--- src/sv/mshs_pkg.sv ---
`default_nettype none

package mshs_pkg;

    // sizes of the peer table and of the attempt counter
    localparam int PEERS        = 16;
    localparam int MAX_ATTEMPTS = 8;
    localparam int IDX_W        = (PEERS > 1) ? $clog2(PEERS) : 1;
    localparam int CNT_W        = $clog2(PEERS + 1);
    localparam int ATT_W        = $clog2(MAX_ATTEMPTS + 1);

    // field widths fixed by the interface
    localparam int FUNC_W    = 2;
    localparam int TS_W      = 32;
    localparam int ADDR_W    = 32;
    localparam int PORT_W    = 16;
    localparam int RID_W     = 8;
    localparam int OUT_ID_W  = 4;
    localparam int OUT_CNT_W = 5;
    localparam int RCV_W     = 5;
    localparam int RETRY_W   = 8;
    localparam int RTO_W     = 16;
    localparam int CMP_W     = (CNT_W > RCV_W) ? CNT_W : RCV_W;

    // command queue between front and back
    localparam int QDEPTH = 2;
    localparam int QPTR_W = (QDEPTH > 1) ? $clog2(QDEPTH) : 1;

    // configuration port
    localparam int APB_ADDR_W = 4;
    localparam int APB_DATA_W = 32;
    localparam logic [1:0] REG_EXPECTED = 2'd0;
    localparam logic [1:0] REG_RETRIES  = 2'd1;
    localparam logic [1:0] REG_RTO      = 2'd2;

    // reset values of the configuration registers
    localparam logic [RCV_W-1:0]   EXPECTED_RST = RCV_W'(1);
    localparam logic [RETRY_W-1:0] RETRIES_RST  = RETRY_W'(3);
    localparam logic [RTO_W-1:0]   RTO_RST      = RTO_W'(100);

    // request function codes
    localparam logic [FUNC_W-1:0] FN_START = 2'd0;
    localparam logic [FUNC_W-1:0] FN_TICK  = 2'd1;
    localparam logic [FUNC_W-1:0] FN_PKT   = 2'd2;

    typedef enum logic [2:0] {
        ACT_NONE  = 3'd0,
        ACT_SYN   = 3'd1,
        ACT_START = 3'd2,
        ACT_PEER  = 3'd3,
        ACT_FAIL  = 3'd4
    } action_t;

    typedef enum logic [1:0] {
        PH_IDLE = 2'd0,
        PH_WAIT = 2'd1,
        PH_DONE = 2'd2,
        PH_FAIL = 2'd3
    } phase_t;

    typedef enum logic {
        BK_IDLE = 1'b0,
        BK_LIST = 1'b1
    } back_state_t;

    typedef struct packed {
        logic [RCV_W-1:0]   need_peers;
        logic [RETRY_W-1:0] retries;
        logic [RTO_W-1:0]   rto_ticks;
    } cfg_t;

    typedef struct packed {
        logic [ADDR_W-1:0] addr;
        logic [PORT_W-1:0] port;
    } peer_t;

    typedef struct packed {
        action_t          action;
        logic [ATT_W-1:0] id;
        logic [TS_W-1:0]  ts;
        logic [CNT_W-1:0] count;
    } cmd_t;

    typedef struct packed {
        action_t              action;
        logic [OUT_ID_W-1:0]  id;
        logic [TS_W-1:0]      ts;
        logic [OUT_CNT_W-1:0] count;
        logic [ADDR_W-1:0]    addr;
        logic [PORT_W-1:0]    port;
        logic                 last;
    } res_t;

endpackage

`default_nettype wire

--- src/sv/mshs_if.sv ---
`default_nettype none

// request channel into the block
interface mshs_req_if;
    logic        valid;
    logic        ready;
    logic [1:0]  func;
    logic [31:0] now_ms;
    logic        checksum_ok;
    logic        has_syn;
    logic        has_ack;
    logic [7:0]  pkt_retrans_id;
    logic [31:0] pkt_echo_ts;
    logic [31:0] peer_addr;
    logic [15:0] peer_port;

    modport source (
        output valid, func, now_ms, checksum_ok, has_syn, has_ack,
               pkt_retrans_id, pkt_echo_ts, peer_addr, peer_port,
        input  ready
    );
    modport sink (
        input  valid, func, now_ms, checksum_ok, has_syn, has_ack,
               pkt_retrans_id, pkt_echo_ts, peer_addr, peer_port,
        output ready
    );
endinterface

// result channel out of the block
interface mshs_res_if;
    logic        valid;
    logic        ready;
    logic [2:0]  action;
    logic [3:0]  syn_retrans_id;
    logic [31:0] syn_ts;
    logic [4:0]  cohort_count;
    logic [31:0] out_peer_addr;
    logic [15:0] out_peer_port;
    logic        last;

    modport source (
        output valid, action, syn_retrans_id, syn_ts, cohort_count,
               out_peer_addr, out_peer_port, last,
        input  ready
    );
    modport sink (
        input  valid, action, syn_retrans_id, syn_ts, cohort_count,
               out_peer_addr, out_peer_port, last,
        output ready
    );
endinterface

`default_nettype wire

--- src/sv/mshs_front.sv ---
`default_nettype none

module mshs_front
    import mshs_pkg::*;
(
    input  wire logic             clk,
    input  wire logic             rst_n,
    mshs_req_if.sink              item,
    input  wire cfg_t             cfg,
    output logic                  push,
    output cmd_t                  cmd,
    input  wire logic             q_full,
    input  wire logic             list_done,
    input  wire logic [IDX_W-1:0] rd_idx,
    output peer_t                 rd_peer
);

    phase_t            phase_reg, phase_next;
    logic [ATT_W-1:0]  attempt_reg, attempt_next;
    logic [TS_W-1:0]   sent_ts_reg, sent_ts_next;
    logic [RTO_W-1:0]  ticks_reg, ticks_next;
    logic [CNT_W-1:0]  count_reg, count_next;
    logic              busy_reg, busy_next;
    peer_t             tab_reg [PEERS];

    logic              acc;
    logic              is_start, is_tick, is_pkt;
    logic [RTO_W-1:0]  ticks_dec;
    logic              expired;
    logic [ATT_W-1:0]  limit;
    logic              retry, give_up;
    logic              start_fail, start_go;
    logic              pkt_ok, seen, add;
    logic [PEERS-1:0]  hit;
    logic [CNT_W-1:0]  count_inc;
    logic              reached;
    logic              tab_we;

    // requests are held off while the queue is full or a full cohort is still being listed
    assign item.ready = !q_full && !busy_reg;
    assign acc        = item.valid && item.ready;

    assign rd_peer = tab_reg[rd_idx];

    // attempt limit: retries plus one, capped
    always_comb
    begin
        if ((RETRY_W + 1)'(cfg.retries) + (RETRY_W + 1)'(1) >= (RETRY_W + 1)'(MAX_ATTEMPTS))
        begin
            limit = ATT_W'(MAX_ATTEMPTS);
        end
        else
        begin
            limit = ATT_W'(cfg.retries + RETRY_W'(1));
        end
    end

    // duplicate compare against the collected peers
    always_comb
    begin
        for (int i = 0; i < PEERS; i++)
        begin
            hit[i] = (CNT_W'(i) < count_reg)
                  && (tab_reg[i].addr == item.peer_addr)
                  && (tab_reg[i].port == item.peer_port);
        end
    end
    assign seen = |hit;

    // classify the accepted request
    always_comb
    begin
        is_start   = acc && (item.func == FN_START);
        is_tick    = acc && (item.func == FN_TICK) && (phase_reg == PH_WAIT);
        is_pkt     = acc && (item.func == FN_PKT) && (phase_reg == PH_WAIT);
        start_fail = is_start && (cfg.need_peers == '0);
        start_go   = is_start && (cfg.need_peers != '0);
        ticks_dec  = (ticks_reg != '0) ? ticks_reg - RTO_W'(1) : '0;
        expired    = is_tick && (ticks_dec == '0);
        retry      = expired && (attempt_reg < limit);
        give_up    = expired && !(attempt_reg < limit);
        pkt_ok     = is_pkt && item.checksum_ok && item.has_syn && item.has_ack
                  && (item.pkt_retrans_id == RID_W'(attempt_reg))
                  && (item.pkt_echo_ts == sent_ts_reg);
        add        = pkt_ok && !seen && (count_reg < CNT_W'(PEERS));
        count_inc  = count_reg + CNT_W'(add);
        reached    = pkt_ok && (CMP_W'(count_inc) >= CMP_W'(cfg.need_peers));
    end

    // phase next state
    always_comb
    begin
        phase_next = phase_reg;
        if (start_fail || give_up)
        begin
            phase_next = PH_FAIL;
        end
        else if (start_go || retry)
        begin
            phase_next = PH_WAIT;
        end
        else if (reached)
        begin
            phase_next = PH_DONE;
        end
    end

    // state updates and commands for the back end
    always_comb
    begin
        attempt_next = attempt_reg;
        sent_ts_next = sent_ts_reg;
        ticks_next   = ticks_reg;
        count_next   = count_reg;
        busy_next    = busy_reg;
        tab_we       = 1'b0;
        push         = 1'b0;
        cmd          = '0;

        if (list_done)
        begin
            busy_next = 1'b0;
        end
        if (is_tick)
        begin
            ticks_next = ticks_dec;
        end

        if (start_fail)
        begin
            attempt_next = '0;
            count_next   = '0;
            push         = 1'b1;
            cmd.action   = ACT_FAIL;
        end
        else if (start_go || retry)
        begin
            attempt_next = start_go ? ATT_W'(1) : attempt_reg + ATT_W'(1);
            sent_ts_next = item.now_ms;
            ticks_next   = cfg.rto_ticks;
            count_next   = '0;
            push         = 1'b1;
            cmd.action   = ACT_SYN;
            cmd.id       = attempt_next;
            cmd.ts       = item.now_ms;
        end
        else if (give_up)
        begin
            push       = 1'b1;
            cmd.action = ACT_FAIL;
            cmd.id     = attempt_reg;
            cmd.count  = count_reg;
        end
        else if (pkt_ok)
        begin
            count_next = count_inc;
            tab_we     = add;
            if (reached)
            begin
                busy_next  = 1'b1;
                push       = 1'b1;
                cmd.action = ACT_START;
                cmd.id     = ATT_W'(1);
                cmd.ts     = item.now_ms;
                cmd.count  = count_inc;
            end
        end
    end

    // control state
    always_ff @(posedge clk or negedge rst_n)
    begin
        if (!rst_n)
        begin
            phase_reg   <= PH_IDLE;
            attempt_reg <= '0;
            sent_ts_reg <= '0;
            ticks_reg   <= '0;
            count_reg   <= '0;
            busy_reg    <= 1'b0;
        end
        else
        begin
            phase_reg   <= phase_next;
            attempt_reg <= attempt_next;
            sent_ts_reg <= sent_ts_next;
            ticks_reg   <= ticks_next;
            count_reg   <= count_next;
            busy_reg    <= busy_next;
        end
    end

    // peer table, written at the fill position
    always_ff @(posedge clk)
    begin
        if (tab_we)
        begin
            tab_reg[count_reg[IDX_W-1:0]] <= '{addr: item.peer_addr, port: item.peer_port};
        end
    end

endmodule

`default_nettype wire

--- src/sv/mshs_queue.sv ---
`default_nettype none

module mshs_queue
    import mshs_pkg::*;
(
    input  wire logic clk,
    input  wire logic rst_n,
    input  wire logic push,
    input  wire cmd_t push_cmd,
    output logic      full,
    input  wire logic pop,
    output logic      valid,
    output cmd_t      pop_cmd
);

    cmd_t              mem_reg [QDEPTH];
    logic [QPTR_W-1:0] wr_ptr_reg, wr_ptr_next;
    logic [QPTR_W-1:0] rd_ptr_reg, rd_ptr_next;
    logic [QPTR_W:0]   fill_reg, fill_next;

    assign full    = (fill_reg == (QPTR_W + 1)'(QDEPTH));
    assign valid   = (fill_reg != '0);
    assign pop_cmd = mem_reg[rd_ptr_reg];

    // pointer and fill update
    always_comb
    begin
        wr_ptr_next = wr_ptr_reg;
        rd_ptr_next = rd_ptr_reg;
        if (push)
        begin
            wr_ptr_next = (wr_ptr_reg == QPTR_W'(QDEPTH - 1)) ? '0 : wr_ptr_reg + QPTR_W'(1);
        end
        if (pop)
        begin
            rd_ptr_next = (rd_ptr_reg == QPTR_W'(QDEPTH - 1)) ? '0 : rd_ptr_reg + QPTR_W'(1);
        end
        case ({push, pop})
            2'b10:   fill_next = fill_reg + (QPTR_W + 1)'(1);
            2'b01:   fill_next = fill_reg - (QPTR_W + 1)'(1);
            default: fill_next = fill_reg;
        endcase
    end

    always_ff @(posedge clk or negedge rst_n)
    begin
        if (!rst_n)
        begin
            wr_ptr_reg <= '0;
            rd_ptr_reg <= '0;
            fill_reg   <= '0;
        end
        else
        begin
            wr_ptr_reg <= wr_ptr_next;
            rd_ptr_reg <= rd_ptr_next;
            fill_reg   <= fill_next;
        end
    end

    // command storage
    always_ff @(posedge clk)
    begin
        if (push)
        begin
            mem_reg[wr_ptr_reg] <= push_cmd;
        end
    end

endmodule

`default_nettype wire

--- src/sv/mshs_back.sv ---
`default_nettype none

module mshs_back
    import mshs_pkg::*;
(
    input  wire logic       clk,
    input  wire logic       rst_n,
    input  wire logic       q_valid,
    input  wire cmd_t       q_cmd,
    output logic            pop,
    output logic [IDX_W-1:0] rd_idx,
    input  wire peer_t      rd_peer,
    output logic            list_done,
    mshs_res_if.source      result
);

    back_state_t      state_reg, state_next;
    logic [IDX_W-1:0] idx_reg, idx_next;
    logic [CNT_W-1:0] cnt_reg, cnt_next;
    logic             res_valid_reg, res_valid_next;
    res_t             res_reg, res_next;
    logic             slot_free;
    logic             last_entry;
    logic             load;

    assign slot_free  = !res_valid_reg || result.ready;
    assign last_entry = (CNT_W'(idx_reg) + CNT_W'(1)) == cnt_reg;
    assign rd_idx     = idx_reg;

    // next state
    always_comb
    begin
        state_next = state_reg;
        case (state_reg)
            BK_IDLE:
            begin
                if (q_valid && slot_free && (q_cmd.action == ACT_START)
                    && (q_cmd.count != '0))
                begin
                    state_next = BK_LIST;
                end
            end
            BK_LIST:
            begin
                if (slot_free && last_entry)
                begin
                    state_next = BK_IDLE;
                end
            end
            default: state_next = BK_IDLE;
        endcase
    end

    // result building
    always_comb
    begin
        pop       = 1'b0;
        load      = 1'b0;
        list_done = 1'b0;
        idx_next  = idx_reg;
        cnt_next  = cnt_reg;
        res_next  = res_reg;
        case (state_reg)
            BK_IDLE:
            begin
                if (q_valid && slot_free)
                begin
                    pop            = 1'b1;
                    load           = 1'b1;
                    res_next       = '0;
                    res_next.action = q_cmd.action;
                    res_next.id    = OUT_ID_W'(q_cmd.id);
                    res_next.ts    = q_cmd.ts;
                    res_next.count = OUT_CNT_W'(q_cmd.count);
                    res_next.last  = (q_cmd.action != ACT_START) || (q_cmd.count == '0);
                    list_done      = (q_cmd.action == ACT_START) && (q_cmd.count == '0);
                    idx_next       = '0;
                    cnt_next       = q_cmd.count;
                end
            end
            BK_LIST:
            begin
                if (slot_free)
                begin
                    load           = 1'b1;
                    res_next       = '0;
                    res_next.action = ACT_PEER;
                    res_next.count = OUT_CNT_W'(cnt_reg);
                    res_next.addr  = rd_peer.addr;
                    res_next.port  = rd_peer.port;
                    res_next.last  = last_entry;
                    list_done      = last_entry;
                    idx_next       = idx_reg + IDX_W'(1);
                end
            end
            default:
            begin
                load = 1'b0;
            end
        endcase
        res_valid_next = load ? 1'b1 : (res_valid_reg && !result.ready);
    end

    always_ff @(posedge clk or negedge rst_n)
    begin
        if (!rst_n)
        begin
            state_reg     <= BK_IDLE;
            idx_reg       <= '0;
            cnt_reg       <= '0;
            res_valid_reg <= 1'b0;
        end
        else
        begin
            state_reg     <= state_next;
            idx_reg       <= idx_next;
            cnt_reg       <= cnt_next;
            res_valid_reg <= res_valid_next;
        end
    end

    // output register
    always_ff @(posedge clk)
    begin
        if (load)
        begin
            res_reg <= res_next;
        end
    end

    assign result.valid          = res_valid_reg;
    assign result.action         = res_reg.action;
    assign result.syn_retrans_id = res_reg.id;
    assign result.syn_ts         = res_reg.ts;
    assign result.cohort_count   = res_reg.count;
    assign result.out_peer_addr  = res_reg.addr;
    assign result.out_peer_port  = res_reg.port;
    assign result.last           = res_reg.last;

endmodule

`default_nettype wire

--- src/sv/multicast_sender_handshake_core.sv ---
`default_nettype none

// Sender side of a multicast join handshake. Start, tick and received-packet
// requests are accepted one per cycle by the front end while the queue has
// room and no cohort is being listed. The front end holds the phase, attempt
// id, SYN time, tick countdown and a 16-entry peer table searched in parallel
// for duplicates. Each request yields at most one command into a two-entry
// queue; the back end turns commands into results through an output register.
// A completed cohort of N peers produces a START and N peer entries, one per
// cycle as the output is taken, reading the table through a single read port;
// until the last entry is registered no new request is accepted.
// Configuration is written through the APB port at byte addresses 0, 4 and 8.
module multicast_sender_handshake_core
    import mshs_pkg::*;
(
    input  wire logic                  clk,
    input  wire logic                  rst_n,
    input  wire logic                  psel,
    input  wire logic                  penable,
    input  wire logic                  pwrite,
    input  wire logic [APB_ADDR_W-1:0] paddr,
    input  wire logic [APB_DATA_W-1:0] pwdata,
    output logic [APB_DATA_W-1:0]      prdata,
    output logic                       pready,
    mshs_req_if.sink                   item,
    mshs_res_if.source                 result
);

    cfg_t             cfg_reg, cfg_next;
    logic             cfg_wr;
    logic             q_push, q_full, q_pop, q_valid;
    cmd_t             q_push_cmd, q_pop_cmd;
    logic [IDX_W-1:0] rd_idx;
    peer_t            rd_peer;
    logic             list_done;

    // configuration registers
    assign pready = 1'b1;
    assign cfg_wr = psel && penable && pwrite && pready;

    always_comb
    begin
        cfg_next = cfg_reg;
        if (cfg_wr)
        begin
            case (paddr[3:2])
                REG_EXPECTED: cfg_next.need_peers = pwdata[RCV_W-1:0];
                REG_RETRIES:  cfg_next.retries    = pwdata[RETRY_W-1:0];
                REG_RTO:      cfg_next.rto_ticks  = pwdata[RTO_W-1:0];
                default:      cfg_next = cfg_reg;
            endcase
        end
    end

    always_comb
    begin
        case (paddr[3:2])
            REG_EXPECTED: prdata = APB_DATA_W'(cfg_reg.need_peers);
            REG_RETRIES:  prdata = APB_DATA_W'(cfg_reg.retries);
            REG_RTO:      prdata = APB_DATA_W'(cfg_reg.rto_ticks);
            default:      prdata = '0;
        endcase
    end

    always_ff @(posedge clk or negedge rst_n)
    begin
        if (!rst_n)
        begin
            cfg_reg <= '{need_peers: EXPECTED_RST,
                         retries:    RETRIES_RST,
                         rto_ticks:  RTO_RST};
        end
        else
        begin
            cfg_reg <= cfg_next;
        end
    end

    // request classification and handshake state
    mshs_front u_front (
        .clk       (clk),
        .rst_n     (rst_n),
        .item      (item),
        .cfg       (cfg_reg),
        .push      (q_push),
        .cmd       (q_push_cmd),
        .q_full    (q_full),
        .list_done (list_done),
        .rd_idx    (rd_idx),
        .rd_peer   (rd_peer)
    );

    // command queue
    mshs_queue u_queue (
        .clk      (clk),
        .rst_n    (rst_n),
        .push     (q_push),
        .push_cmd (q_push_cmd),
        .full     (q_full),
        .pop      (q_pop),
        .valid    (q_valid),
        .pop_cmd  (q_pop_cmd)
    );

    // result generation
    mshs_back u_back (
        .clk       (clk),
        .rst_n     (rst_n),
        .q_valid   (q_valid),
        .q_cmd     (q_pop_cmd),
        .pop       (q_pop),
        .rd_idx    (rd_idx),
        .rd_peer   (rd_peer),
        .list_done (list_done),
        .result    (result)
    );

    // queue never written when full
    assert property (@(posedge clk) disable iff (!rst_n) q_push |-> !q_full)
        else $error("command pushed into full queue");

    // queue never read when empty
    assert property (@(posedge clk) disable iff (!rst_n) q_pop |-> q_valid)
        else $error("command popped from empty queue");

    // cohort count never exceeds the table size
    assert property (@(posedge clk) disable iff (!rst_n)
        result.valid |-> (result.cohort_count <= OUT_CNT_W'(PEERS)))
        else $error("cohort count beyond table size");

endmodule

`default_nettype wire

--- src/flat_wrapper.sv ---
// flat-port wrapper written by rule: the top's interface ports become plain ports
module multicast_sender_handshake_core_flat import mshs_pkg::*;
  (clk, rst_n, psel, penable, pwrite, paddr, pwdata, prdata, pready, item_valid, item_func, item_now_ms, item_checksum_ok, item_has_syn, item_has_ack, item_pkt_retrans_id, item_pkt_echo_ts, item_peer_addr, item_peer_port, item_ready, result_valid, result_action, result_syn_retrans_id, result_syn_ts, result_cohort_count, result_out_peer_addr, result_out_peer_port, result_last, result_ready);
  mshs_req_if item_i ();
  mshs_res_if result_i ();
  input  wire logic clk;
  input  wire logic rst_n;
  input  wire logic psel;
  input  wire logic penable;
  input  wire logic pwrite;
  input  wire logic [APB_ADDR_W-1:0] paddr;
  input  wire logic [APB_DATA_W-1:0] pwdata;
  output logic [APB_DATA_W-1:0] prdata;
  output logic pready;
  input wire logic [$bits(item_i.valid)-1:0] item_valid;
  input wire logic [$bits(item_i.func)-1:0] item_func;
  input wire logic [$bits(item_i.now_ms)-1:0] item_now_ms;
  input wire logic [$bits(item_i.checksum_ok)-1:0] item_checksum_ok;
  input wire logic [$bits(item_i.has_syn)-1:0] item_has_syn;
  input wire logic [$bits(item_i.has_ack)-1:0] item_has_ack;
  input wire logic [$bits(item_i.pkt_retrans_id)-1:0] item_pkt_retrans_id;
  input wire logic [$bits(item_i.pkt_echo_ts)-1:0] item_pkt_echo_ts;
  input wire logic [$bits(item_i.peer_addr)-1:0] item_peer_addr;
  input wire logic [$bits(item_i.peer_port)-1:0] item_peer_port;
  output wire logic [$bits(item_i.ready)-1:0] item_ready;
  output wire logic [$bits(result_i.valid)-1:0] result_valid;
  output wire logic [$bits(result_i.action)-1:0] result_action;
  output wire logic [$bits(result_i.syn_retrans_id)-1:0] result_syn_retrans_id;
  output wire logic [$bits(result_i.syn_ts)-1:0] result_syn_ts;
  output wire logic [$bits(result_i.cohort_count)-1:0] result_cohort_count;
  output wire logic [$bits(result_i.out_peer_addr)-1:0] result_out_peer_addr;
  output wire logic [$bits(result_i.out_peer_port)-1:0] result_out_peer_port;
  output wire logic [$bits(result_i.last)-1:0] result_last;
  input wire logic [$bits(result_i.ready)-1:0] result_ready;
  assign item_i.valid = item_valid;
  assign item_i.func = item_func;
  assign item_i.now_ms = item_now_ms;
  assign item_i.checksum_ok = item_checksum_ok;
  assign item_i.has_syn = item_has_syn;
  assign item_i.has_ack = item_has_ack;
  assign item_i.pkt_retrans_id = item_pkt_retrans_id;
  assign item_i.pkt_echo_ts = item_pkt_echo_ts;
  assign item_i.peer_addr = item_peer_addr;
  assign item_i.peer_port = item_peer_port;
  assign item_ready = item_i.ready;
  assign result_valid = result_i.valid;
  assign result_action = result_i.action;
  assign result_syn_retrans_id = result_i.syn_retrans_id;
  assign result_syn_ts = result_i.syn_ts;
  assign result_cohort_count = result_i.cohort_count;
  assign result_out_peer_addr = result_i.out_peer_addr;
  assign result_out_peer_port = result_i.out_peer_port;
  assign result_last = result_i.last;
  assign result_i.ready = result_ready;
  multicast_sender_handshake_core u_core (.clk(clk), .rst_n(rst_n), .psel(psel), .penable(penable), .pwrite(pwrite), .paddr(paddr), .pwdata(pwdata), .prdata(prdata), .pready(pready), .item(item_i), .result(result_i));
endmodule
--- config.mk ---
export PLATFORM = sky130hd
export DESIGN_NAME = multicast_sender_handshake_core_flat
export DESIGN_NICKNAME = d
export VERILOG_FILES = /design/src/sv/mshs_pkg.sv /design/src/sv/mshs_if.sv /design/src/sv/mshs_front.sv /design/src/sv/mshs_queue.sv /design/src/sv/mshs_back.sv /design/src/sv/multicast_sender_handshake_core.sv /design/src/flat_wrapper.sv
export SDC_FILE = /design/constraint.sdc
export NUM_CORES = 2
export LEC_CHECK = 0
export BUFFER_PORTS_ARGS = -buffer_cell sky130_fd_sc_hd__buf_4
export CORE_MARGIN = 5
export CORE_UTILIZATION = 50
export DETAILED_ROUTE_END_ITERATION = 7
export PLACE_DENSITY = 0.67
export SLEW_MARGIN = 5
export SYNTH_ARGS = -nofsm -noshare
export SYNTH_HDL_FRONTEND = slang
export SYNTH_SLANG_ARGS = --single-unit
--- constraint.sdc ---
create_clock -name clk -period 11.7 [get_ports clk]
set_clock_uncertainty 0.1 [all_clocks]
set_input_delay 0 -clock clk [delete_from_list [all_inputs] [get_ports clk]]
set_output_delay 0 -clock clk [all_outputs]
set_load 0.01 [all_outputs]
* Word-level counts from Yosys, hierarchy flattened
Memory sizes are Yosys's and may differ from the RTL's. Cells that the tools add are included.
Storage, ports and cells: flip-flop bits (word level) 197, memories 2, bits in writable memories 856, input port bits 168, output and inout port bits 128
Memories:
- u_core.u_front.tab_reg | depth 16, bits a word 48, rd ports 17, clocked after Yosys merged registers in 0, wr ports 1, line mshs_front.sv:24 | peer_t tab_reg [PEERS];
- u_core.u_queue.mem_reg | depth 2, bits a word 44, rd ports 1, clocked after Yosys merged registers in 0, wr ports 1, line mshs_queue.sv:16 | cmd_t mem_reg [QDEPTH];
Cells by class: muxes and demuxes 64, equality and inequality tests 48, bitwise operators 2, $lt $le $gt $ge 20, add/sub/neg operators 11, reductions and logical operators 92
Operators by type and width (count):
- == test 32 bit | 17
- == test 16 bit | 16
- 2-to-1 mux 93 bit | 2
- case mux 93 bit (2 select lines) | 1
- 2-to-1 mux 43 bit | 2
- 2-to-1 mux 16 bit | 4
- logical AND 1 bit | 60
- case mux 16 bit (3 select lines) | 1
- 2-to-1 mux 41 bit | 1
- less-than comparator 4 x 5 -> 1 bit, first input constant | 8
- 2-to-1 mux 39 bit | 1
- 2-to-1 mux 32 bit | 1
- 2-to-1 mux 5 bit | 6
- 2-to-1 mux 1 bit | 29
- 2-to-1 mux 4 bit | 6
- less-than comparator 3 x 5 -> 1 bit, first input constant | 4
- logical NOT 16 bit | 1
- nonzero test 16 bit | 1
- OR reduction 16 bit | 1
- subtractor 16 x 1 -> 16 bit, second input constant | 1
- AND reduction 2 bit | 7
- adder 4 x 1 -> 4 bit, second input constant | 3
- logical NOT 5 bit | 2
- less-than comparator 1 x 5 -> 1 bit, first input constant | 2
- other kinds (34) | 60

* Logic depth before layout (Yosys ltp)
depth in word-level cells 23, mapped depth 25, mapped depth without buffers 21

* Modules after synthesis
A second synthesis with hierarchy kept.
Second synthesis, totals: cell total of the unflattened synthesis 3288, area, all modules 51425.6 sq um
Modules (own cells, without submodules):
- mshs_front | area each 42340.6 sq um, cells an instance 2758, sequential area each 24563.6 sq um, instances 1
- mshs_back | area each 4041.4 sq um, cells an instance 264, sequential area each 3067.9 sq um, instances 1
- mshs_queue | area each 3562.2 sq um, cells an instance 153, sequential area each 2742.6 sq um, instances 1
- multicast_sender_handshake_core | area each 1481.4 sq um, cells an instance 113, sequential area each 733.2 sq um, instances 1

* Least setup slack after synthesis
Ideal clock, no wire load.
path kind reg2reg, from register u_core.u_front.count_reg[0], to memory u_core.u_queue.mem_reg[1][0] (netlist bit), enable pin, clock period less this slack 6.243 ns, setup slack 5.457 ns, stages on the path, launching flop included 22, required time 11.150 ns, data arrival time 5.693 ns, cell sequence dfrtp_1 -> clkbuf_1 -> or2_2 -> clkbuf_1 -> a31oi_1 -> nor2_1 -> nand4_1 -> o31a_1 -> o2111ai_1 -> or4_1 -> clkbuf_1 -> buf_2 -> inv_1 -> ha_1 -> ha_1 -> nand3_1 -> xnor2_1 -> ha_1 -> o211ai_1 -> a21boi_0 -> nor3_1 -> nor2b_1
On the way: longest elaborated chain between the ends 17, elaborated cells on any way between the ends 63, those cells by class add/sub (1); order compare (18); mux (7); reduce/logical (37)
Ends and longest elaborated chain:
- start: declaration | line mshs_front.sv:22 | logic [CNT_W-1:0] count_reg, count_next;
- start signal: assignment | line mshs_front.sv:188 | count_reg <= count_next;
- less-than comparator 1 x 5 -> 1 bit, or another cell as far along | line mshs_front.sv:63 | hit[i] = (CNT_W'(i) < count_reg)
- logical AND 1 bit | line mshs_front.sv:64 | && (tab_reg[i].addr == item.peer_addr)
- logical AND 1 bit | line mshs_front.sv:65 | && (tab_reg[i].port == item.peer_port);
- OR reduction 16 bit | line mshs_front.sv:68 | assign seen = |hit;
- logical NOT 1 bit | line mshs_front.sv:85 | add = pkt_ok && !seen && (count_reg < CNT_W'(PEERS));
- logical AND 1 bit (2 in series) | line mshs_front.sv:85
- adder 5 x 1 -> 5 bit (*) | line mshs_front.sv:86 | count_inc = count_reg + CNT_W'(add);
- greater-or-equal comparator 5 bit (*) | line mshs_front.sv:87 | reached = pkt_ok && (CMP_W'(count_inc) >= CMP_W'(cfg.need_peers));
- logical AND 1 bit (*) | line mshs_front.sv:87
- 2-to-1 mux 1 bit (*) | line mshs_front.sv:158 | if (reached)
- 2-to-1 mux 1 bit (*) | line mshs_front.sv:154 | else if (pkt_ok)
- 2-to-1 mux 1 bit (*) | line mshs_front.sv:147 | else if (give_up)
- 2-to-1 mux 1 bit (*) | line mshs_front.sv:136 | else if (start_go || retry)
- 2-to-1 mux 1 bit (*) | line mshs_front.sv:129 | if (start_fail)
- 2-to-1 mux 1 bit (*) | line mshs_queue.sv:64 | if (push)
- 2-to-1 mux 1 bit (implied by the code) (*) | line mshs_queue.sv:66 | mem_reg[wr_ptr_reg] <= push_cmd;
- end: declaration | line mshs_queue.sv:16
Every way passes the cells marked *; elsewhere a longest branch is shown, timed or not.

* Final worst setup path
from register u_core.u_front.sent_ts_reg[31], to memory u_core.u_queue.mem_reg[1][6] (netlist bit), enable pin
On the way: longest elaborated chain between the ends 14
Ends and longest elaborated chain:
- start: declaration | line mshs_front.sv:20 | logic [TS_W-1:0] sent_ts_reg, sent_ts_next;
- start signal: assignment | line mshs_front.sv:186 | sent_ts_reg <= sent_ts_next;
- == test 32 bit (*) | line mshs_front.sv:84 | && (item.pkt_echo_ts == sent_ts_reg);
- logical AND 1 bit (*) | line mshs_front.sv:84
- logical AND 1 bit (2 in series) | line mshs_front.sv:85
- adder 5 x 1 -> 5 bit | line mshs_front.sv:86
- greater-or-equal comparator 5 bit | line mshs_front.sv:87
- logical AND 1 bit | line mshs_front.sv:87
- 2-to-1 mux 1 bit | line mshs_front.sv:158
- 2-to-1 mux 1 bit (*) | line mshs_front.sv:154
- 2-to-1 mux 1 bit (*) | line mshs_front.sv:147
- 2-to-1 mux 1 bit (*) | line mshs_front.sv:136
- 2-to-1 mux 1 bit (*) | line mshs_front.sv:129
- 2-to-1 mux 1 bit (*) | line mshs_queue.sv:64
- 2-to-1 mux 1 bit (implied by the code) (*) | line mshs_queue.sv:66
Marks and branches as above.

==> qor.txt <==
DR iter-0 viols - 4252
Hold Violations, Final - 0
Synth warnings - 0
P&R area growth vs syn - 16.9%
Routed WL - 175000 um
largest net degree at the start of global routing - 122
Buffers on Ports - 260
Critical Path Max Stage Delay - 0.99 ns
# fillers - 7675
#FFs+latches synth - 1053
Pleak - 0.0200 uW
Final HPWL DP - 124000 um
syn_area_per_cell - 15.6 um^2
CTS tree - yes
worst-margin pin slew - 1.37 ns
H-tree lvl count - 3
drt via density - 6.25
PD cells - 192 nW/um^2
Longest Clk Path Bufs - 3
RSZ-0062 raised after global routing - no
CP Launch Type - flop
Seq. cell area - 31100 um^2
initial core utilization - 0.505
Primary FF master, synth - edfxtp_1
initial antenna violation count - 22
final net count - 3825
final setup fails - 0
Critical Path Fanout Max - 39
number of synthesized flops with an enable pin - 949
via count - 31859
Slew Viols, Final - 0
global-route congestion overflow total - 0
Tcrit/Tclk final - 0.633
post-route ant nets - 0
Required @ worst endpoint - 11.98 ns
largest cells by area after synthesis - edfxtp_1 56%, mux4_2 11%, xor2_1 8.9%
Residual DRC - 0
non-filler instance count after layout - 5099
FP Rows - 116
vias in the first global route - 31907
layout cells sized above 1 - 0.212
DP Cell Count - 4706
multi-input logic area - 18600 um^2
f_max - 135 MHz
first-pass GRT wire length - 241000 um
CTS Buf Count - 113
VDD IR max - 0.000157 V
Post-CTS Setup Bufs - 0
Post-synth ARST share - 0.0988
crit path DAT - 7.69 ns
CP endpoint kind - flop
Root Driver - clkbuf_16
I/O pins - 296
drt first pass iters - 5
Post-Synthesis Cells - 3253
Seq/Total Area, Yosys - 0.613
Synth top area share - 0.562
CP max stage cell - or4_1
max-cap viol count - 0
most common cell in the netlist - edfxtp_1
Final min period - 7.41 ns
Clock transition at path regs - 0.06 ns
Slew headroom - 0.0877
RD Place Congestion - 1.02
synthesized area - 50700 um^2
synth cell count leaders - 949 x edfxtp_1, 514 x xor2_1, 293 x xnor2_1
critical path's top delay family - simple AND/OR/NAND/NOR gates
Die Span Y - 329 um
Core Box Area - 100000 um^2
synth unique cells - 70
setup total negative slack - 0 ns
full die area - 108000 um^2
post-synth top area cell - edfxtp_1
post-DR wirelength/cell - 34.3 um
most numerous cell on the critical path - ha_1
Hold WC Path Type - in2reg
worst path cell trace - xor2_1 > nor4_1 > nand4_1 > nor4_2 > nand4_1 > or4_1 > inv_1 > ha_1 > ha_1 > nand3_1 > xnor2_1 > ha_1 > a21oi_1 > a21boi_0 > buf_4 > nor3_1 > nor2b_4 > buf_4
status - completed
width of the chip - 329 um
clk_lat worst skew - 0.70 ns
gr usage total - 0.318
crit path kind - reg2reg
Largest register FFs - 768
clock sink count - 1053
Buf/Inv on CP - 3
-- per-layer routing --
layer | global-route usage | routed length, um | up-vias
met4 | 0.204 | 13400 | 8
met2 | 0.509 | 82300 | 1903
met3 | 0.0547 | 15500 | 400
met5 | 0 | 53 | -
met1 | 0.405 | 63500 | 16415
li1 | - | - | 13133
-- tightest hold or removal path, delay by kind of cell --
kind / cells / cell delay, ns
muxes: 1 / 0.11
buffers and inverters: 2 / 0.68
-- path summary, 6_finish.rpt --
check	start	endpoint	slack, ns	cells past startpoint
setup / recovery	u_core.u_front.sent_ts_reg[31]	u_core.u_queue.mem_reg[1][6]	4.29	18
hold / removal	item_now_ms[18]	u_core.u_front.sent_ts_reg[18]	0.04	3
setup reg to reg	u_core.u_front.sent_ts_reg[31]	u_core.u_queue.mem_reg[1][6]	4.29	18
hold reg to reg	u_core.u_front.phase_reg[0]	u_core.u_front.phase_reg[0]	0.40	2
max in group asynchronous	rst_n	u_core.u_back.state_reg	10.17	4
min in group asynchronous	rst_n	u_core.u_front.sent_ts_reg[26]	0.24	4
-- logic make-up (layout without fill, tap and decap cells) --
logic type	count (synthesis)	after routing	share of synthesized area
other	2	29	0.000148
flip-flops	1053	1053	0.613
multiplexers	360	360	0.132
XOR/XNOR	807	807	0.139
AO/OA/AOI/OAI	153	153	0.0199
AND/OR/NAND/NOR	610	610	0.0686
buffers and inverters	252	714	0.0232
adder cells (fa/ha/maj)	16	16	0.00395
-- report_power, final --
part	switching (uW)	internal, uW	total [uW]
registers	296	4530	4830
logic	1700	1270	2970
clock network	1490	2080	3570
-- cell type report --
class | count | share of cell area
sequential | 1053 | 0.525
multi-input combinational | 1963 | 0.314
tap | 1357 | 0.0286
timing repair buffer | 475 | 0.0682
antenna | 12 | 0.000506
clock buffer | 148 | 0.0518
inverter | 35 | 0.00226
clock inverter | 56 | 0.00960
-- cells in the final DEF, fill, tap and decap left out, drive strengths merged, types with 6 or more instances in the layout --
master	netlist	layout
nand4	105	105
dfrtp	98	98
o22ai	8	8
a31oi	10	10
nor2	93	93
nor4	157	157
bufinv	0	11
mux4	240	240
conb	2	17
nand2b	12	12
mux2i	51	51
clkbuf	74	148
diode	0	12
nor2b	12	12
inv	35	38
nor3	43	43
or4	7	7
dlygate4sd3	0	176
o21ai	37	37
xnor2	293	293
ha	16	16
a22o	9	9
nand3	26	26
clkinv	0	36
xor2	514	514
mux2	69	69
and2	91	91
dfstp	6	6
a21oi	44	44
clkinvlp	0	6
buf	143	299
nand2	43	43
edfxtp	949	949
-- what timing repair did --
item,4_1_cts,5_1_grt
hold buffers,177,0
hold endpoints to repair,1015,0
resized for setup,0,0
-- per-stage QoR --
step / area (um^2) / setup slack [ns] / total power [uW] / utilization / hold slack (ns)
floorplan: 50800 / 5.46 / 6500 / - / -0.396
global placement: 53800 / 4.74 / 7760 / 0.536 / -0.131
CTS: 59300 / 4.54 / 11400 / 0.590 / 0.00000711
detailed placement: 53800 / 4.58 / 7790 / 0.536 / -0.124
global route: 59300 / 4.32 / 11700 / 0.590 / 0.0228
finish: 59300 / 4.29 / 11400 / 0.590 / 0.0435
Power figures use the tool's default switching activity.
